## config.mk

```make
export PLATFORM = sky130hd
export DESIGN_NAME = serial_link_multiplexer
export DESIGN_NICKNAME = d
export VERILOG_FILES = /design/src/rtl/core/slm_pkg.sv /design/src/rtl/core/slm_front.sv /design/src/rtl/core/slm_queue.sv /design/src/rtl/core/slm_back.sv /design/src/rtl/core/serial_link_multiplexer.sv
export SDC_FILE = /design/constraint.sdc
export NUM_CORES = 1
export LEC_CHECK = 0
export BUFFER_PORTS_ARGS = -buffer_cell sky130_fd_sc_hd__clkbuf_2
export CAP_MARGIN = 40
export CORE_ASPECT_RATIO = 1.75
export CORE_MARGIN = 10
export CORE_UTILIZATION = 61
export DETAILED_ROUTE_END_ITERATION = 10
export GPL_TIMING_DRIVEN = 0
export PLACE_DENSITY = 0.9
export SYNTH_ARGS = -nofsm -noshare
export SYNTH_HDL_FRONTEND = slang
export SYNTH_SLANG_ARGS = --single-unit
export TNS_END_PERCENT = 30
```

## constraint.sdc

```tcl
create_clock -name i_clk -period 6.3 [get_ports i_clk]
set_input_delay 0.315 -clock i_clk [delete_from_list [all_inputs] [get_ports i_clk]]
set_output_delay 0.315 -clock i_clk [all_outputs]
set_load 0.005 [all_outputs]
```

## src/rtl/core/slm_pkg.sv

```systemverilog
`default_nettype none

package slm_pkg;

    localparam int BYTE_W    = 8;
    localparam int COUNT_W   = 5;
    localparam int CFG_IDX_W = 3;
    localparam int JOB_MAX   = 3;
    localparam int JOB_CNT_W = 2;

    // configuration register indexes
    localparam logic [CFG_IDX_W-1:0] CFG_SERVICE_ID_FIRST = 3'd0;
    localparam logic [CFG_IDX_W-1:0] CFG_CHANNEL_COUNT    = 3'd1;
    localparam logic [CFG_IDX_W-1:0] CFG_ESCAPE_CHAR      = 3'd2;
    localparam logic [CFG_IDX_W-1:0] CFG_FORCE_CHAR       = 3'd3;
    localparam logic [CFG_IDX_W-1:0] CFG_ESCAPE_XOR       = 3'd4;

    localparam logic [BYTE_W-1:0]  RST_SERVICE_ID_FIRST = 8'd208;
    localparam logic [COUNT_W-1:0] RST_CHANNEL_COUNT    = 5'd2;
    localparam logic [BYTE_W-1:0]  RST_ESCAPE_CHAR      = 8'd192;
    localparam logic [BYTE_W-1:0]  RST_FORCE_CHAR       = 8'd223;
    localparam logic [BYTE_W-1:0]  RST_ESCAPE_XOR       = 8'd32;

    localparam logic OP_LINK_RX  = 1'b0;
    localparam logic OP_TRANSMIT = 1'b1;

    localparam logic DEST_LINK    = 1'b0;
    localparam logic DEST_CHANNEL = 1'b1;

    typedef struct packed {
        logic [BYTE_W-1:0]  service_id_first;
        logic [COUNT_W-1:0] channel_count;
        logic [BYTE_W-1:0]  escape_char;
        logic [BYTE_W-1:0]  force_char;
        logic [BYTE_W-1:0]  escape_xor;
    } t_cfg;

    // up to three bytes for one input item, emitted from byte 0 upward
    typedef struct packed {
        logic                             dest;
        logic [BYTE_W-1:0]                chan;
        logic [JOB_MAX-1:0][BYTE_W-1:0]   bytes;
        logic [JOB_CNT_W-1:0]             count;
    } t_job;

endpackage

`default_nettype wire

```

## src/rtl/core/slm_front.sv

```systemverilog
`default_nettype none

module slm_front (
    input  wire logic                      i_clk,
    input  wire logic                      i_rst_n,
    input  wire slm_pkg::t_cfg             i_cfg,
    input  wire logic                      i_valid,
    output logic                           o_ready,
    input  wire logic                      i_opcode,
    input  wire logic [slm_pkg::BYTE_W-1:0] i_channel_id,
    input  wire logic [slm_pkg::BYTE_W-1:0] i_data_byte,
    input  wire logic                      i_q_full,
    output logic                           o_push,
    output slm_pkg::t_job                  o_job
);

    logic                       r_rx_ch_valid, n_rx_ch_valid;
    logic [slm_pkg::BYTE_W-1:0] r_rx_ch, n_rx_ch;
    logic                       r_rx_esc, n_rx_esc;
    logic                       r_tx_ch_valid, n_tx_ch_valid;
    logic [slm_pkg::BYTE_W-1:0] r_tx_ch, n_tx_ch;
    logic                       r_ls_valid, n_ls_valid;
    logic                       r_ls_esc, n_ls_esc;
    logic [slm_pkg::BYTE_W-1:0] r_ls_byte, n_ls_byte;

    logic                       accept;
    logic                       id_is_ch;
    logic                       data_is_ch;
    logic                       need_esc;
    logic                       need_id;
    logic [slm_pkg::BYTE_W-1:0] xored;
    logic [slm_pkg::BYTE_W:0]   id_end;

    assign o_ready = !i_q_full;
    assign accept  = i_valid && o_ready;
    assign o_push  = accept && (o_job.count != '0);

    // channel range end computed one bit wider so it never wraps
    assign id_end     = {1'b0, i_cfg.service_id_first}
                      + {{(slm_pkg::BYTE_W + 1 - slm_pkg::COUNT_W){1'b0}}, i_cfg.channel_count};
    assign id_is_ch   = (i_channel_id >= i_cfg.service_id_first)
                      && ({1'b0, i_channel_id} < id_end);
    assign data_is_ch = (i_data_byte >= i_cfg.service_id_first)
                      && ({1'b0, i_data_byte} < id_end);
    assign need_esc   = (i_data_byte == i_cfg.escape_char) || (i_data_byte == i_cfg.force_char)
                      || data_is_ch;
    assign need_id    = !r_tx_ch_valid || (i_channel_id != r_tx_ch);
    assign xored      = i_data_byte ^ i_cfg.escape_xor;

    always_comb begin
        n_rx_ch_valid = r_rx_ch_valid;
        n_rx_ch       = r_rx_ch;
        n_rx_esc      = r_rx_esc;
        n_tx_ch_valid = r_tx_ch_valid;
        n_tx_ch       = r_tx_ch;
        n_ls_valid    = r_ls_valid;
        n_ls_esc      = r_ls_esc;
        n_ls_byte     = r_ls_byte;
        o_job.dest    = slm_pkg::DEST_LINK;
        o_job.chan    = '0;
        o_job.bytes   = '0;
        o_job.count   = '0;

        if (i_opcode == slm_pkg::OP_TRANSMIT) begin
            if (id_is_ch) begin
                if (need_id) begin
                    o_job.bytes[0] = i_channel_id;
                    if (need_esc) begin
                        o_job.bytes[1] = i_cfg.escape_char;
                        o_job.bytes[2] = xored;
                        o_job.count    = 2'd3;
                    end else begin
                        o_job.bytes[1] = i_data_byte;
                        o_job.count    = 2'd2;
                    end
                end else begin
                    if (need_esc) begin
                        o_job.bytes[0] = i_cfg.escape_char;
                        o_job.bytes[1] = xored;
                        o_job.count    = 2'd2;
                    end else begin
                        o_job.bytes[0] = i_data_byte;
                        o_job.count    = 2'd1;
                    end
                end
                n_ls_esc      = need_esc;
                n_ls_byte     = need_esc ? xored : i_data_byte;
                n_ls_valid    = 1'b1;
                n_tx_ch       = i_channel_id;
                n_tx_ch_valid = 1'b1;
            end
        end else begin
            // escape wins over channel ids, which win over force
            if (i_data_byte == i_cfg.escape_char) begin
                n_rx_esc = 1'b1;
            end else if (data_is_ch) begin
                n_rx_ch       = i_data_byte;
                n_rx_ch_valid = 1'b1;
            end else if ((i_data_byte == i_cfg.force_char) && r_ls_valid) begin
                o_job.bytes[0] = r_tx_ch;
                if (r_ls_esc) begin
                    o_job.bytes[1] = i_cfg.escape_char;
                    o_job.bytes[2] = r_ls_byte;
                    o_job.count    = 2'd3;
                end else begin
                    o_job.bytes[1] = r_ls_byte;
                    o_job.count    = 2'd2;
                end
                n_ls_valid = 1'b0;
            end else begin
                n_rx_esc    = 1'b0;
                o_job.count = 2'd1;
                if (r_rx_ch_valid) begin
                    o_job.dest     = slm_pkg::DEST_CHANNEL;
                    o_job.chan     = r_rx_ch;
                    o_job.bytes[0] = r_rx_esc ? xored : i_data_byte;
                end else begin
                    // no receive channel yet: ask the far end to resend
                    o_job.bytes[0] = i_cfg.force_char;
                end
            end
        end
    end

    always_ff @(posedge i_clk) begin
        if (!i_rst_n) begin
            r_rx_ch_valid <= 1'b0;
            r_rx_ch       <= '0;
            r_rx_esc      <= 1'b0;
            r_tx_ch_valid <= 1'b0;
            r_tx_ch       <= '0;
            r_ls_valid    <= 1'b0;
            r_ls_esc      <= 1'b0;
            r_ls_byte     <= '0;
        end else if (accept) begin
            r_rx_ch_valid <= n_rx_ch_valid;
            r_rx_ch       <= n_rx_ch;
            r_rx_esc      <= n_rx_esc;
            r_tx_ch_valid <= n_tx_ch_valid;
            r_tx_ch       <= n_tx_ch;
            r_ls_valid    <= n_ls_valid;
            r_ls_esc      <= n_ls_esc;
            r_ls_byte     <= n_ls_byte;
        end
    end

endmodule

`default_nettype wire

```

## src/rtl/core/slm_queue.sv

```systemverilog
`default_nettype none

module slm_queue (
    input  wire logic          i_clk,
    input  wire logic          i_rst_n,
    input  wire logic          i_push,
    input  wire slm_pkg::t_job i_job,
    output logic               o_full,
    input  wire logic          i_pop,
    output logic               o_head_valid,
    output slm_pkg::t_job      o_head
);

    slm_pkg::t_job r_mem [2];
    logic          r_wr;
    logic          r_rd;
    logic [1:0]    r_cnt;

    assign o_full       = (r_cnt == 2'd2);
    assign o_head_valid = (r_cnt != 2'd0);
    assign o_head       = r_mem[r_rd];

    always_ff @(posedge i_clk) begin
        if (i_push) begin
            r_mem[r_wr] <= i_job;
        end
    end

    always_ff @(posedge i_clk) begin
        if (!i_rst_n) begin
            r_wr  <= 1'b0;
            r_rd  <= 1'b0;
            r_cnt <= 2'd0;
        end else begin
            if (i_push) begin
                r_wr <= !r_wr;
            end
            if (i_pop) begin
                r_rd <= !r_rd;
            end
            if (i_push && !i_pop) begin
                r_cnt <= r_cnt + 2'd1;
            end else if (i_pop && !i_push) begin
                r_cnt <= r_cnt - 2'd1;
            end
        end
    end

endmodule

`default_nettype wire

```

## src/rtl/core/slm_back.sv

```systemverilog
`default_nettype none

module slm_back (
    input  wire logic                       i_clk,
    input  wire logic                       i_rst_n,
    input  wire logic                       i_head_valid,
    input  wire slm_pkg::t_job              i_head,
    output logic                            o_pop,
    output logic                            o_valid,
    input  wire logic                       i_ready,
    output logic                            o_dest,
    output logic [slm_pkg::BYTE_W-1:0]      o_chan,
    output logic [slm_pkg::BYTE_W-1:0]      o_byte,
    output logic                            o_last
);

    logic                          r_valid;
    logic                          r_dest;
    logic [slm_pkg::BYTE_W-1:0]    r_chan;
    logic [slm_pkg::BYTE_W-1:0]    r_byte;
    logic                          r_last;
    logic [slm_pkg::JOB_CNT_W-1:0] r_idx;

    logic load;
    logic at_end;

    assign load   = !r_valid || i_ready;
    assign at_end = (r_idx == (i_head.count - 2'd1));
    assign o_pop  = load && i_head_valid && at_end;

    assign o_valid = r_valid;
    assign o_dest  = r_dest;
    assign o_chan  = r_chan;
    assign o_byte  = r_byte;
    assign o_last  = r_last;

    always_ff @(posedge i_clk) begin
        if (load && i_head_valid) begin
            r_dest <= i_head.dest;
            r_chan <= i_head.chan;
            r_byte <= i_head.bytes[r_idx];
            r_last <= at_end;
        end
    end

    always_ff @(posedge i_clk) begin
        if (!i_rst_n) begin
            r_valid <= 1'b0;
            r_idx   <= '0;
        end else if (load) begin
            r_valid <= i_head_valid;
            if (i_head_valid) begin
                r_idx <= at_end ? '0 : r_idx + 2'd1;
            end
        end
    end

endmodule

`default_nettype wire

```

## src/rtl/core/serial_link_multiplexer.sv

```systemverilog
// Serial link multiplexer: virtual channels over one byte link with channel-id bytes and
// escape stuffing. Input beats (tuser = opcode) are taken one per cycle while the
// two-entry job queue between the classifier and the serializer has room; a beat
// produces zero to three output beats. The output serializer emits one byte per cycle
// while i_m_axis_tready is high, so an item's bytes (at most 3) leave in order; the job
// queue and output register keep taking input during an output stall until it fills.
// Configuration writes take effect at once and are meant for an idle block.
`default_nettype none

module serial_link_multiplexer (
    input  wire logic                             i_clk,
    input  wire logic                             i_rst_n,
    input  wire logic                             i_cfg_we,
    input  wire logic [slm_pkg::CFG_IDX_W-1:0]    i_cfg_addr,
    input  wire logic [slm_pkg::BYTE_W-1:0]       i_cfg_wdata,
    input  wire logic                             i_s_axis_tvalid,
    output logic                                  o_s_axis_tready,
    input  wire logic [15:0]                      i_s_axis_tdata,  // channel_id, data_byte
    input  wire logic                             i_s_axis_tuser,  // opcode
    output logic                                  o_m_axis_tvalid,
    input  wire logic                             i_m_axis_tready,
    output logic [15:0]                           o_m_axis_tdata,  // target_channel, out_byte
    output logic                                  o_m_axis_tuser,  // destination
    output logic                                  o_m_axis_tlast
);

    slm_pkg::t_cfg r_cfg;
    slm_pkg::t_job front_job;
    slm_pkg::t_job q_head;
    logic          front_push;
    logic          q_full;
    logic          q_head_valid;
    logic          back_pop;

    always_ff @(posedge i_clk) begin
        if (!i_rst_n) begin
            r_cfg.service_id_first <= slm_pkg::RST_SERVICE_ID_FIRST;
            r_cfg.channel_count    <= slm_pkg::RST_CHANNEL_COUNT;
            r_cfg.escape_char      <= slm_pkg::RST_ESCAPE_CHAR;
            r_cfg.force_char       <= slm_pkg::RST_FORCE_CHAR;
            r_cfg.escape_xor       <= slm_pkg::RST_ESCAPE_XOR;
        end else if (i_cfg_we) begin
            unique case (i_cfg_addr)
                slm_pkg::CFG_SERVICE_ID_FIRST: r_cfg.service_id_first <= i_cfg_wdata;
                slm_pkg::CFG_CHANNEL_COUNT:
                    r_cfg.channel_count <= i_cfg_wdata[slm_pkg::COUNT_W-1:0];
                slm_pkg::CFG_ESCAPE_CHAR:      r_cfg.escape_char <= i_cfg_wdata;
                slm_pkg::CFG_FORCE_CHAR:       r_cfg.force_char  <= i_cfg_wdata;
                slm_pkg::CFG_ESCAPE_XOR:       r_cfg.escape_xor  <= i_cfg_wdata;
                default: ;
            endcase
        end
    end

    slm_front u_front (
        .i_clk        (i_clk),
        .i_rst_n      (i_rst_n),
        .i_cfg        (r_cfg),
        .i_valid      (i_s_axis_tvalid),
        .o_ready      (o_s_axis_tready),
        .i_opcode     (i_s_axis_tuser),
        .i_channel_id (i_s_axis_tdata[7:0]),
        .i_data_byte  (i_s_axis_tdata[15:8]),
        .i_q_full     (q_full),
        .o_push       (front_push),
        .o_job        (front_job)
    );

    slm_queue u_queue (
        .i_clk        (i_clk),
        .i_rst_n      (i_rst_n),
        .i_push       (front_push),
        .i_job        (front_job),
        .o_full       (q_full),
        .i_pop        (back_pop),
        .o_head_valid (q_head_valid),
        .o_head       (q_head)
    );

    slm_back u_back (
        .i_clk        (i_clk),
        .i_rst_n      (i_rst_n),
        .i_head_valid (q_head_valid),
        .i_head       (q_head),
        .o_pop        (back_pop),
        .o_valid      (o_m_axis_tvalid),
        .i_ready      (i_m_axis_tready),
        .o_dest       (o_m_axis_tuser),
        .o_chan       (o_m_axis_tdata[7:0]),
        .o_byte       (o_m_axis_tdata[15:8]),
        .o_last       (o_m_axis_tlast)
    );

`ifndef ASSERT_OFF
    // a job that carries no bytes must never enter the queue
    a_push_nonempty: assert property (@(posedge i_clk) disable iff (!i_rst_n)
        front_push |-> (front_job.count != '0))
        else $error("empty job pushed");

    // the serializer only retires a job that is really there
    a_pop_valid: assert property (@(posedge i_clk) disable iff (!i_rst_n)
        back_pop |-> q_head_valid)
        else $error("pop from empty job queue");

    // link-side results never carry a channel
    a_link_chan_zero: assert property (@(posedge i_clk) disable iff (!i_rst_n)
        (o_m_axis_tvalid && (o_m_axis_tuser == slm_pkg::DEST_LINK))
            |-> (o_m_axis_tdata[7:0] == 8'd0))
        else $error("link byte with nonzero channel");

    a_reset_idle: assert property (@(posedge i_clk)
        !i_rst_n |=> !o_m_axis_tvalid)
        else $error("output valid right after reset");
`endif

endmodule

`default_nettype wire
```

==> results.md, run 1 <==
- Synth Register Bits: roughly 160
- Chip Width: 109.8 µm
- Post-route clock skew: about 0.012 ns
- Initial antenna violation count: 0
- Run status: complete, no violations
- Count of pins on the block boundary: 53
- Critical Path AT: 5.55 ns
- Number of global-route vias before repair: ~6800
- Placeable Area: about 14000 µm²
- Post-CTS setup buffer count: 0
- Count of antenna diodes in the layout: 0
- Buffers plus inverters on the worst setup path: 3
- Max-cap check violation count: 0
- Mean instance size in the synthesized netlist: about 11 µm²
- Reg2Reg Depth: 19
- Relative slew slack: a little over two fifths
- Internal power component: between 2 and 2.5 mW
- Type of the most critical hold path: in2reg
- Number of hold-slack violations in the final timing report: 0
- Post-route ant nets: 0
- H-Tree Depth: 4
- Number of enable-type register cells in the synthesized netlist: 88
- Number of filler cells placed in the layout: around 1000
- Sequential share of power: 44.7%
- Slowest cell on the critical path: sky130_fd_sc_hd__and2_2
- Dominant synthesized flop cell: sky130_fd_sc_hd__edfxtp_1
- Count of unique library cells instantiated by Yosys: approximately 70
- Most prevalent standard cell on the critical path: sky130_fd_sc_hd__nand2_1
- Kind of cell adding the most delay to the critical path: simple AND/OR/NAND/NOR gates
- Post-cts hold buffer count: 0
- Clock insertion delay at the later pin of the skew report: 0.44 ns
- DRT iter0 DRCs: a little under 600
- Setup repair after global routing missed its margin: false
- Number of max-slew violations in the final report: 0
- Global placement routability congestion: a little under 1
- Number of nets produced by synthesis: ~870
- Root buffer cell: sky130_fd_sc_hd__clkbuf_16
- Post_cts resized: 0
- Min-Delay Endpoint: r_cfg[6]
- Initial core utilization: around 62%
- Minimum clock period after layout: roughly 5.5 ns
- Leftover overflow at the end of global routing: 0
- Critical path data required time: ~6.4 ns
- Final core utilization: between 70% and 80%
- Placement-stage worst setup slack: 0.8844 ns
- Number of remaining DRC errors: 0
- Longest individual stage delay on the worst path: between 0.7 and 0.8 ns
- Worst Slack Setup Final: between 0.8 and 0.9 ns
- Synth Instances: 799
- First-pass GRT wire length: roughly 36000 µm
- Slew of the pin with the lowest slew margin: between 0.8 and 0.9 ns
- Portion of total power attributed to the clock network: between 30% and 40%
- R2r startpoint: r_cfg[29]
- Total routed wirelength: roughly 23000 µm
- Net Switching: slightly above 0.9 mW
- Fraction of registers with async set or reset after synthesis: 0%
- Vert. Die Dim: 177.2 µm
- Area of the die: 19460 µm²
- Global-route usage over all layers: roughly a quarter
- Share of final-layout standard cells stronger than drive strength 1: 17.08%
- Leakage power figure: around 3.5 nW
- Routed vias: ~6600
- Average routed wire per standard cell: 21.44 µm
- TritonCTS buffer count: 17
- Count of synthesis-stage warnings from yosys: 0
- Worst setup path startpoint: r_cfg[29]
- Area added between synthesis and finish: 12.60%
- Worst reg2reg endpoint: u_queue.r_mem[0][25]
- Peak ir drop on the vdd network: 0.1909 mV
- Register-to-register setup slack: roughly 0.81 ns
- Input/output buffers: 50
- CP Capture Type: flip-flop
- # setup viols final: 0
- CTS tree: built
- Number of nets at the end of the flow: about 940
- Via density per instance: around 6.2
- Post-Synthesis Cell Area: ~8600 µm²
- Setup CP Type: reg2reg
- Power density over the cells: roughly 310 nW/µm²
- Combinational group share of total power: between 20% and 30%
- Detailed-router iteration count before antenna repair: 6
- Sequence of cells on the critical path: ha_1, inv_1, fa_1, nor2b_4, o21ai_0, nand2_1, nand2_1, ha_1, or2_2, a31oi_1, nor4b_4, nor3_4, inv_4, buf_6, ha_1, nand2_1, nand2_1, o22ai_2, and2_2
- Portion of the post-synthesis area used by sequential elements: between 40 and 50%
- Pin count of the biggest net entering global routing: 36
- Number of stages on the worst hold path: 3
- Startpoint type of the worst setup path: flip-flop
- Half-perimeter wire length after detailed placement: around 17000 µm
- Maximum buffer depth of the clock tree: 2
- Maximum fanout encountered on the critical timing path: 35
- Setup TNS after final layout: 0 ns
- TritonCTS Sinks: around 160
- Share of the clock period used by the worst path after layout: between 80% and 90%
- Clock Pin Slew Worst Setup and Hold Paths: 0.07 ns
- Worst Min Path Start: i_cfg_wdata[6]
- Count of standard-cell rows: 57
- Net switching share of the total power: 30.67%
- Highest clock rate: 182.1 MHz
==> logic make-up (layout without fill, tap and decap cells) <==
group / Yosys count / in the layout / synth area share (%)
and+or+nand+nor: 242 / 242 / 14.59
AOI/OAI and AO/OA: 162 / 162 / 13.64
DFF: 162 / 162 / 47.89
buffers and inverters: 78 / 163 / 4.083
muxes: 72 / 72 / 9.750
xor gates and xnor gates: 48 / 48 / 4.882
adders and majority gates: 35 / 35 / 5.158
==> cell usage in the layout, fill, tap and decap left out, types with 9 or more instances in the layout <==
master,n
sky130_fd_sc_hd__o21ai_1,9
sky130_fd_sc_hd__clkbuf_1,22
sky130_fd_sc_hd__clkbuf_16,17
sky130_fd_sc_hd__nor2b_1,23
sky130_fd_sc_hd__nand3_1,27
sky130_fd_sc_hd__a21boi_0,20
sky130_fd_sc_hd__nand2_1,88
sky130_fd_sc_hd__o22ai_1,10
sky130_fd_sc_hd__buf_2,13
sky130_fd_sc_hd__xnor2_1,29
sky130_fd_sc_hd__a21oi_1,23
sky130_fd_sc_hd__ha_1,33
sky130_fd_sc_hd__mux2_2,9
sky130_fd_sc_hd__edfxtp_1,88
sky130_fd_sc_hd__o211ai_1,15
sky130_fd_sc_hd__mux2i_1,53
sky130_fd_sc_hd__nor2_1,32
sky130_fd_sc_hd__dfxtp_1,74
sky130_fd_sc_hd__a31oi_1,9
sky130_fd_sc_hd__o21ai_0,21
sky130_fd_sc_hd__clkbuf_2,51
sky130_fd_sc_hd__inv_1,33
sky130_fd_sc_hd__and2_1,11
sky130_fd_sc_hd__or3_1,17
sky130_fd_sc_hd__xor2_1,19
==> worst reg2reg max path: stages (launching register included) <==
cell and delay [ns]:
sky130_fd_sc_hd__dfxtp_1 0.44, sky130_fd_sc_hd__ha_1 0.25, sky130_fd_sc_hd__inv_1 0.07, sky130_fd_sc_hd__fa_1 0.43
sky130_fd_sc_hd__nor2b_4 0.20, sky130_fd_sc_hd__o21ai_0 0.09, sky130_fd_sc_hd__nand2_1 0.07, sky130_fd_sc_hd__nand2_1 0.09
sky130_fd_sc_hd__ha_1 0.29, sky130_fd_sc_hd__or2_2 0.28, sky130_fd_sc_hd__a31oi_1 0.40, sky130_fd_sc_hd__nor4b_4 0.11
sky130_fd_sc_hd__nor3_4 0.62, sky130_fd_sc_hd__inv_4 0.15, sky130_fd_sc_hd__buf_6 0.20, sky130_fd_sc_hd__ha_1 0.31
sky130_fd_sc_hd__nand2_1 0.07, sky130_fd_sc_hd__nand2_1 0.06, sky130_fd_sc_hd__o22ai_2 0.19, sky130_fd_sc_hd__and2_2 0.77
==> how the worst max path moves through the flow <==
stage	endpoint	slack [ns]	cells after the start
after CTS	u_queue.r_mem[0][17]	0.85	19
after floorplan	u_queue.r_mem[0][0]	1.41	19
after global placement	u_queue.r_mem[0][4]	0.48	19
after global routing	u_queue.r_mem[0][18]	0.49	19
final	u_queue.r_mem[0][25]	0.81	19
after detailed placement	u_queue.r_mem[0][20]	0.88	19
==> power groups by stage <==
| stage | Combinational (mW) | Clock [mW] | Sequential (mW) |
|---|---|---|---|
| 2_1_floorplan | 0.425 | 0 | 1.38 |
| 3_3_place_gp | 0.619 | 0 | 1.38 |
| 3_5_place_dp | 0.658 | 0 | 1.38 |
| 4_1_cts | 0.671 | 1.02 | 1.36 |
| 5_1_grt | 0.727 | 1.06 | 1.38 |
| 6_report | 0.668 | 1.02 | 1.36 |
==> stage by stage <==
| step | cell area (µm²) | hold slack [ns] | total power, mW | instances |
|---|---|---|---|---|
| after detailed placement | 9104 | 0.4662 | 2.039 | 1028 |
| after global placement | 9082 | 0.4521 | 1.994 | 1026 |
| after global routing | 9696 | 0.1809 | 3.159 | 1061 |
| after floorplan | 8611 | 0.4390 | 1.802 | 799 |
| after CTS | 9691 | 0.1635 | 3.048 | 1060 |
| final | 9696 | 0.1637 | 3.042 | 1061 |
==> state kept, by name, summed over array words and instances, names as in the netlist, named ones only <==
register               count
u_front.r_tx_ch_valid      1
u_queue.r_rd               1
u_front.r_tx_ch            8
u_queue.r_cnt              2
u_front.r_ls_valid         1
u_back.o_last              1
u_front.r_rx_ch            8
u_back.r_idx               2
u_back.o_dest              1
u_back.o_valid             1
u_front.r_rx_esc           1
u_back.o_byte              8
u_front.r_ls_esc           1
u_front.r_ls_byte          8
u_back.o_chan              8
u_queue.r_wr               1
u_front.r_rx_ch_valid      1
u_queue.r_mem             70
r_cfg                     37
==> final cells by class <==
type | instances | area [µm²] | area share (%)
Timing Repair Buffer | 53 | 271.5 | 2.800
Buffer | 44 | 221.5 | 2.284
Clock inverter | 15 | 161.4 | 1.665
Tap cell | 177 | 221.5 | 2.284
Multi-Input combinational cell | 559 | 4140 | 42.70
Clock buffer | 17 | 425.4 | 4.388
Sequential cell | 162 | 4124 | 42.53
Inverter | 34 | 130.1 | 1.342
==> per-layer routing <==
layer / global-route usage, % / wire [µm] / vias to the layer above
met5: 0 / 0 / -
met4: 16.56 / 1664 / 0
met3: 6.127 / 1497 / 115
met2: 42.09 / 11840 / 336
met1: 24.52 / 7754 / 3068
li1: - / - / 3062
==> synthesized netlist by cell type, types with 3 or more instances <==
library cell | count | area (µm²)
sky130_fd_sc_hd__mux4_2 | 8 | 180.2
sky130_fd_sc_hd__nor3_1 | 4 | 20.02
sky130_fd_sc_hd__nand4_1 | 6 | 37.54
sky130_fd_sc_hd__o31ai_2 | 3 | 37.54
sky130_fd_sc_hd__o21ai_1 | 9 | 45.04
sky130_fd_sc_hd__nand2_1 | 88 | 330.3
sky130_fd_sc_hd__buf_2 | 12 | 60.06
sky130_fd_sc_hd__dfxtp_1 | 74 | 1481
sky130_fd_sc_hd__mux2i_1 | 53 | 530.5
sky130_fd_sc_hd__o22ai_1 | 10 | 62.56
sky130_fd_sc_hd__clkbuf_1 | 22 | 82.58
sky130_fd_sc_hd__mux2_2 | 9 | 101.4
sky130_fd_sc_hd__o211ai_1 | 15 | 112.6
sky130_fd_sc_hd__o21ai_0 | 21 | 105.1
sky130_fd_sc_hd__o31ai_1 | 8 | 60.06
sky130_fd_sc_hd__xor2_1 | 19 | 166.4
sky130_fd_sc_hd__buf_4 | 3 | 22.52
sky130_fd_sc_hd__a211oi_1 | 5 | 37.54
sky130_fd_sc_hd__nor2_1 | 33 | 123.9
sky130_fd_sc_hd__a21boi_0 | 20 | 150.1
sky130_fd_sc_hd__a2bb2oi_1 | 8 | 70.07
sky130_fd_sc_hd__a32o_1 | 8 | 80.08
sky130_fd_sc_hd__o21a_1 | 4 | 30.03
sky130_fd_sc_hd__nand2b_1 | 7 | 43.79
sky130_fd_sc_hd__buf_6 | 4 | 45.04
sky130_fd_sc_hd__a21oi_1 | 23 | 115.1
sky130_fd_sc_hd__a211oi_2 | 3 | 37.54
sky130_fd_sc_hd__nor2b_1 | 23 | 143.9
sky130_fd_sc_hd__buf_1 | 3 | 11.26
sky130_fd_sc_hd__and2_1 | 13 | 81.33
sky130_fd_sc_hd__nand3_1 | 27 | 135.1
sky130_fd_sc_hd__o31a_1 | 3 | 26.28
sky130_fd_sc_hd__ha_1 | 33 | 412.9
sky130_fd_sc_hd__a31oi_1 | 9 | 56.30
sky130_fd_sc_hd__or3_1 | 17 | 106.4
sky130_fd_sc_hd__xnor2_1 | 29 | 254.0
sky130_fd_sc_hd__inv_1 | 33 | 123.9
sky130_fd_sc_hd__edfxtp_1 | 88 | 2643
Power figures use the tool's default switching activity.
==> run 2: changes to the inputs <==
- CORE_UTILIZATION: 61 -> 45
- PLACE_DENSITY: 0.9 -> 0.72
==> run 2 against run 1 <==
- fmax rose by 0.75%
- final area increased by 0.40%
- critical path type unchanged
- final cell count increased by 5.7%
- largest power group unchanged
- total power down 2.0%
- largest cell class unchanged
- highest routed layer unchanged
- clock-buffer cell count is the same
- critical path depth unchanged
- combinational power shrank 3.6%
- sequential cell count did not move
==> results.md, run 2 (synthesis results as in run 1) <==
- Run status: complete, no violations
- Relative slew slack: 44.57%
- Regs by FF count: u_queue.r_mem: 70 flops, r_cfg: 37 flops
- Overall power consumption: 2.982 mW
- Global-route usage over all layers: between 10% and 20%
- Number of filler cells placed in the layout: 1699
- Register containing the most flip-flops in the final layout: u_queue.r_mem
- Chip Width: between 100 and 150 µm
- H-Tree Depth: 4
- TritonCTS buffer count: 17
- Max-cap check violation count: 0
- Count of standard-cell rows: 66
- Global placement routability congestion: between 0.9 and 1
- Number of max-slew violations in the final report: 0
- Worst Slack Setup Final: approximately 0.85 ns
- Type of the most critical hold path: in2reg
- Total routed wirelength: ~22000 µm
- Clock insertion delay at the later pin of the skew report: 0.44 ns
- Initial antenna violation count: 0
- Number of flip-flops under the largest register name: 70
- Number of hold-slack violations in the final timing report: 0
- Highest clock rate: approximately 180 MHz
- DRT iter0 DRCs: roughly 390
- Leakage power figure: approximately 3.5 nW
- Half-perimeter wire length after detailed placement: between 15000 and 20000 µm
- Average routed wire per standard cell: around 19 µm
- Multi-input combinational cell area: between 4000 and 5000 µm²
- # setup viols final: 0
- Detailed-router iteration count before antenna repair: 5
- Maximum fanout encountered on the critical timing path: 35
- Setup repair after global routing missed its margin: false
- Number of nets at the end of the flow: 937
- Post-route ant nets: 0
- CP Capture Type: flip-flop
- Power density over the cells: 306.4 nW/µm²
- Vert. Die Dim: slightly above 200 µm
- Input/output buffers: 50
- Maximum buffer depth of the clock tree: 2
- Count of antenna diodes in the layout: 0
- Peak ir drop on the vdd network: between 0.15 and 0.2 mV
- Leftover overflow at the end of global routing: 0
- Post-route clock skew: around 0.013 ns
- Post-CTS setup buffer count: 0
- First-pass GRT wire length: between 30000 and 40000 µm
- Placeable Area: approximately 19000 µm²
- Post-cts hold buffer count: 0
- Placement-stage worst setup slack: between 0.8 and 0.9 ns
- Post_cts resized: 0
- Critical path data required time: roughly 6.4 ns
- Register cell area after layout: between 4000 and 5000 µm²
- Setup TNS after final layout: 0 ns
- Most used cells in the layout excluding fill and tap cells: 88 x sky130_fd_sc_hd__nand2_1, 88 x sky130_fd_sc_hd__edfxtp_1, 74 x sky130_fd_sc_hd__dfxtp_1
- Critical Path AT: 5.51 ns
- Share of the clock period used by the worst path after layout: 86.50%
- Setup CP Type: reg2reg
- Initial core utilization: 45.94%
- Area of the die: 25290 µm²
- Number of global-route vias before repair: ~6300
- Via density per instance: about 5.6
- Number of instances in the placed design: between 1000 and 1500
- Pin count of the biggest net entering global routing: 36
- Slew of the pin with the lowest slew margin: a little over 0.8 ns
- Root buffer cell: sky130_fd_sc_hd__clkbuf_16
- Startpoint type of the worst setup path: flip-flop
- Count of pins on the block boundary: 53
- Share of final-layout standard cells stronger than drive strength 1: approximately 17%
- Clock Pin Slew Worst Setup and Hold Paths: ~0.07 ns
- Minimum clock period after layout: between 5 and 6 ns
- Area added between synthesis and finish: 13.05%
- Number of remaining DRC errors: 0
- TritonCTS Sinks: 162
- Final cell count without fillers: between 1000 and 1500
- CTS tree: built
- Routed vias: about 6300
run 2: cell types whose count changed in the layout (fill, tap and decap cells not counted):
| cell | change |
|---|---|
| sky130_fd_sc_hd__bufinv_16 | +1 |
| sky130_fd_sc_hd__clkbuf_2 | -1 |
| sky130_fd_sc_hd__clkinv_1 | +3 |
| sky130_fd_sc_hd__clkinv_2 | +1 |
| sky130_fd_sc_hd__clkinv_8 | -3 |
| sky130_fd_sc_hd__inv_6 | +3 |
| sky130_fd_sc_hd__inv_8 | -5 |
run 2: per-layer routing:
layer | global-route usage, % | up-vias | share of wire [%]
met3 | 3.495 | 79 | 3.9
met4 | 12.87 | 0 | 6.5
met1 | 15.95 | 2900 | 36
li1 | - | 3064 | -
met2 | 31.41 | 207 | 54
met5 | 0 | - | 0
run 2: final timing paths:
| kind | from | slack (ns) | endpoint | cells past startpoint |
|---|---|---|---|---|
| max | r_cfg[29] | 0.85 | u_queue.r_mem[0][4] | 19 |
| min | i_cfg_wdata[5] | 0.17 | r_cfg[13] | 3 |
| max reg2reg | r_cfg[29] | 0.85 | u_queue.r_mem[0][4] | 19 |
| min reg2reg | u_queue.r_wr | 0.47 | u_queue.r_wr | 2 |
run 2: critical path, stage by stage, from the launching register on:
cell and delay, ns:
sky130_fd_sc_hd__dfxtp_1 0.46, sky130_fd_sc_hd__ha_1 0.26, sky130_fd_sc_hd__inv_1 0.07, sky130_fd_sc_hd__fa_1 0.43, sky130_fd_sc_hd__nor2b_4 0.19, sky130_fd_sc_hd__o21ai_0 0.09
sky130_fd_sc_hd__nand2_1 0.07, sky130_fd_sc_hd__nand2_1 0.10, sky130_fd_sc_hd__ha_1 0.30, sky130_fd_sc_hd__or2_2 0.30, sky130_fd_sc_hd__a31oi_1 0.42, sky130_fd_sc_hd__nor4b_4 0.11
sky130_fd_sc_hd__nor3_4 0.55, sky130_fd_sc_hd__inv_4 0.14, sky130_fd_sc_hd__buf_6 0.19, sky130_fd_sc_hd__ha_1 0.31, sky130_fd_sc_hd__nand2_1 0.07, sky130_fd_sc_hd__nand2_1 0.06
sky130_fd_sc_hd__o22ai_2 0.17, sky130_fd_sc_hd__and2_2 0.74
run 2: report_power, final:
group / switching, mW / internal (mW)
clock network: 0.439 / 0.546
logic: 0.368 / 0.276
registers: 0.0517 / 1.30
total: 0.859 / 2.12
run 2: metrics by stage:
| step | cell area, µm² | util (%) | hold slack, ns |
|---|---|---|---|
| after floorplan | 8611 | - | 0.4390 |
| after global placement | 9159 | 48.86 | 0.4525 |
| after detailed placement | 9180 | 48.97 | 0.4592 |
| after CTS | 9734 | 51.93 | 0.1542 |
| after global routing | 9734 | 51.93 | 0.1734 |
| final | 9734 | 51.93 | 0.1651 |
run 2: cell type report:
class	instances	share of cell area, %
Buffer	44	2.275
Clock buffer	17	4.370
Clock inverter	15	1.324
Inverter	34	1.337
Multi-Input combinational cell	559	42.53
Sequential cell	162	42.37
Tap cell	238	3.059
Timing Repair Buffer	52	2.738
==> run 3: changes to the inputs <==
- ABC_AREA: not set -> 1
- CORE_UTILIZATION: 45 -> 57
- PLACE_DENSITY: 0.72 -> 0.86
==> run 3 against run 2 <==
- total power rose by 3.2%
- via count increased by 19%
- sequential share of layout area up 0.83 points
- sequential power barely moved
- combinational power rose by 8.1%
- clock-buffer cell count did not move
- first-iteration DRC count grew 26%
- sequential cell count did not move
- worst setup slack improved by 0.12 ns
- die area is 20% lower
- critical endpoint is now u_queue.r_mem[0][22]
==> results.md, run 3 <==
- Vert. Die Dim: 180.4 µm
- Number of global-route vias before repair: approximately 7300
- Number of max-slew violations in the final report: 0
- Worst Slack Setup Final: 0.9665 ns
- Routed vias: between 7000 and 8000
- Total routed wirelength: ~25000 µm
- Critical Path AT: around 5.5 ns
- Area of the die: around 20000 µm²
- Average routed wire per standard cell: 20.25 µm
- DRT iter0 DRCs: ~490
- Minimum clock period after layout: between 5 and 6 ns
- Top cell type's share of synthesized area: about a third
- # setup viols final: 0
- Leakage power figure: 4.094 nW
- Placement-stage worst setup slack: between 1 and 1.5 ns
- Post-route ant nets: 0
- TritonCTS Sinks: approximately 160
- Most frequent standard cell in the layout excluding fill and tap cells: sky130_fd_sc_hd__nand2_1
- First-pass GRT wire length: just under 40000 µm
- Share of final-layout standard cells stronger than drive strength 1: between 10% and 20%
- Register-to-register setup slack: between 0.9 and 1 ns
- Initial antenna violation count: 0
- Number of hold-slack violations in the final timing report: 0
- Global placement routability congestion: just under 1
- Run status: complete, no violations
- Detailed-router iteration count before antenna repair: 7
- Synth Register Bits: 162
- Final core utilization: about two thirds
- Critical path data required time: 6.45 ns
- Count of antenna diodes in the layout: 0
- Count of unique library cells instantiated by Yosys: 47
- Post-route clock skew: roughly 0.011 ns
- Number of remaining DRC errors: 0
- Count of synthesis-stage warnings from yosys: 0
- Setup CP Type: reg2reg
- Share of the clock period used by the worst path after layout: a little over four fifths
- Global-route usage over all layers: around a quarter
- Slew of the pin with the lowest slew margin: slightly below 0.9 ns
- Number of nets at the end of the flow: ~1100
- Register containing the most flip-flops in the final layout: u_queue.r_mem
- Number of enable-type register cells in the synthesized netlist: a little under 90
- Peak ir drop on the vdd network: 0.2325 mV
- Chip Width: roughly 110 µm
- Regs by FF count: u_queue.r_mem: 70 flops, r_cfg: 37 flops
- Setup repair after global routing missed its margin: false
- Post-Synthesis Cell Area: roughly 8400 µm²
- Power density over the cells: between 300 and 400 nW/µm²
- Placeable Area: approximately 14000 µm²
- Clock insertion delay at the later pin of the skew report: about 0.43 ns
- CP Capture Type: flip-flop
- Number of instances in the placed design: roughly 1200
- Maximum fanout encountered on the critical timing path: 11
- Relative slew slack: around 41%
- Number of nets produced by synthesis: 1050
- Root buffer cell: sky130_fd_sc_hd__clkbuf_16
- Post_cts resized: 0
- Half-perimeter wire length after detailed placement: between 15000 and 20000 µm
- Synth cell count leaders: 187 x sky130_fd_sc_hd__nand2_1, 105 x sky130_fd_sc_hd__inv_1, 100 x sky130_fd_sc_hd__nor2_1, 99 x sky130_fd_sc_hd__o21ai_0, 88 x sky130_fd_sc_hd__edfxtp_1
- Post-cts hold buffer count: 0
- Overall power consumption: 3.079 mW
- Cell type with the largest total area after synthesis: sky130_fd_sc_hd__edfxtp_1
- Largest cells by area after synthesis: sky130_fd_sc_hd__edfxtp_1 32%, sky130_fd_sc_hd__dfxtp_1 18%, sky130_fd_sc_hd__nand2_1 8.4%
- H-Tree Depth: 4
- Post-CTS setup buffer count: 0
- Leftover overflow at the end of global routing: 0
- Max-cap check violation count: 0
- CTS tree: built
- Maximum buffer depth of the clock tree: 2
- Synth Instances: between 900 and 1000
- Most used cells in the layout excluding fill and tap cells: 187 x sky130_fd_sc_hd__nand2_1, 105 x sky130_fd_sc_hd__inv_1, 100 x sky130_fd_sc_hd__nor2_1
- Mean instance size in the synthesized netlist: 8.522 µm²
- Number of flip-flops under the largest register name: 70
- Post-route cell area: 9548 µm²
- TritonCTS buffer count: 17
- Dominant synthesized flop cell: sky130_fd_sc_hd__edfxtp_1
- Highest clock rate: between 150 and 200 MHz
- Fraction of registers with async set or reset after synthesis: 0%
- Input/output buffers: 52
- Number of filler cells placed in the layout: 1168
- Count of pins on the block boundary: 53
- Area added between synthesis and finish: 13.98%
- Pin count of the biggest net entering global routing: 23
- Slowest cell on the critical path: sky130_fd_sc_hd__nor3_2
- Clock Pin Slew Worst Setup and Hold Paths: ~0.07 ns
- Longest individual stage delay on the worst path: approximately 0.65 ns
- Via density per instance: 5.929
- Type of the most critical hold path: in2reg
- Portion of the post-synthesis area used by sequential elements: 49.23%
- Initial core utilization: between 50 and 60%
- Final cell count without fillers: roughly 1300
- Count of standard-cell rows: 58
- Count leader, synth: sky130_fd_sc_hd__nand2_1
- Startpoint type of the worst setup path: flip-flop
- Cell area after placement: approximately 8900 µm²
run 3: cell count changes after synthesis, sizes merged, moves of 13 or more:
cell,before,now
a21boi,20,0
a21oi,24,71
and2,14,0
inv,34,116
mux2i,55,1
nand2,88,195
nor2,35,104
nor2b,24,0
o21ai,31,122
o32ai,0,16
or3,17,0
xnor2,29,16
run 3: area by class of cell:
cell class / instances / area, µm² / area share [%]
plain buffers: 34 / 173.9 / 1.822
clock buffers: 17 / 425.4 / 4.456
clock inverters: 15 / 178.9 / 1.874
inverters: 120 / 450.4 / 4.718
multi-input cells: 667 / 3637 / 38.09
flip-flops and latches: 162 / 4124 / 43.19
well taps: 180 / 225.2 / 2.359
repair buffers: 57 / 332.8 / 3.486
run 3: power by group:
part / switching, mW / total, mW / internal (mW) / leakage (nW)
sequential: 0.0438 / 1.32 / 1.28 / 1.45
clock: 0.488 / 1.06 / 0.571 / 0.295
combinational: 0.466 / 0.696 / 0.230 / 2.35
run 3: cells by family (layout without fill, tap and decap cells):
family | count (synthesis) | count (layout) | synth area share [%]
and+or+nand+nor | 360 | 360 | 18.75
AOI/OAI and AO/OA | 246 | 246 | 16.56
xor gates and xnor gates | 26 | 26 | 2.718
buffers and inverters | 154 | 243 | 7.453
muxes | 1 | 1 | 0.1195
adders and majority gates | 34 | 34 | 5.168
DFF | 162 | 162 | 49.23
run 3: routing by layer:
metal,track usage (%),part of all wire [%],routed length [µm]
met1,21.64,32,8082
met2,45.72,54,13640
met3,4.833,5.8,1476
met4,19.62,8.5,2152
met5,0,0,0
run 3: critical path: cells and delay by family, from the launching register on:
| kind | cells | cell delay, ns |
|---|---|---|
| and+or+nand+nor | 14 | 1.96 |
| adders and majority gates | 4 | 1.24 |
| buffers and inverters | 7 | 0.96 |
| DFF | 1 | 0.51 |
| AOI/OAI and AO/OA | 1 | 0.18 |
| xor gates and xnor gates | 1 | 0.17 |
run 3: final timing paths:
kind,start,endpoint,cells past startpoint
setup reg to reg,r_cfg[29],u_queue.r_mem[0][22],27
hold / removal,i_cfg_wdata[6],r_cfg[14],3
hold reg to reg,u_front.r_rx_ch[0],u_front.r_rx_ch[0],2
setup / recovery,r_cfg[29],u_queue.r_mem[0][22],27
run 3: per-stage QoR:
| stage | setup TNS (ns) | hold slack (ns) |
|---|---|---|
| after floorplan | 0 | 0.4282 |
| after global placement | -50.93 | 0.4378 |
| after detailed placement | 0 | 0.4484 |
| after CTS | 0 | 0.1635 |
| after global routing | 0 | 0.1906 |
| final | 0 | 0.1625 |
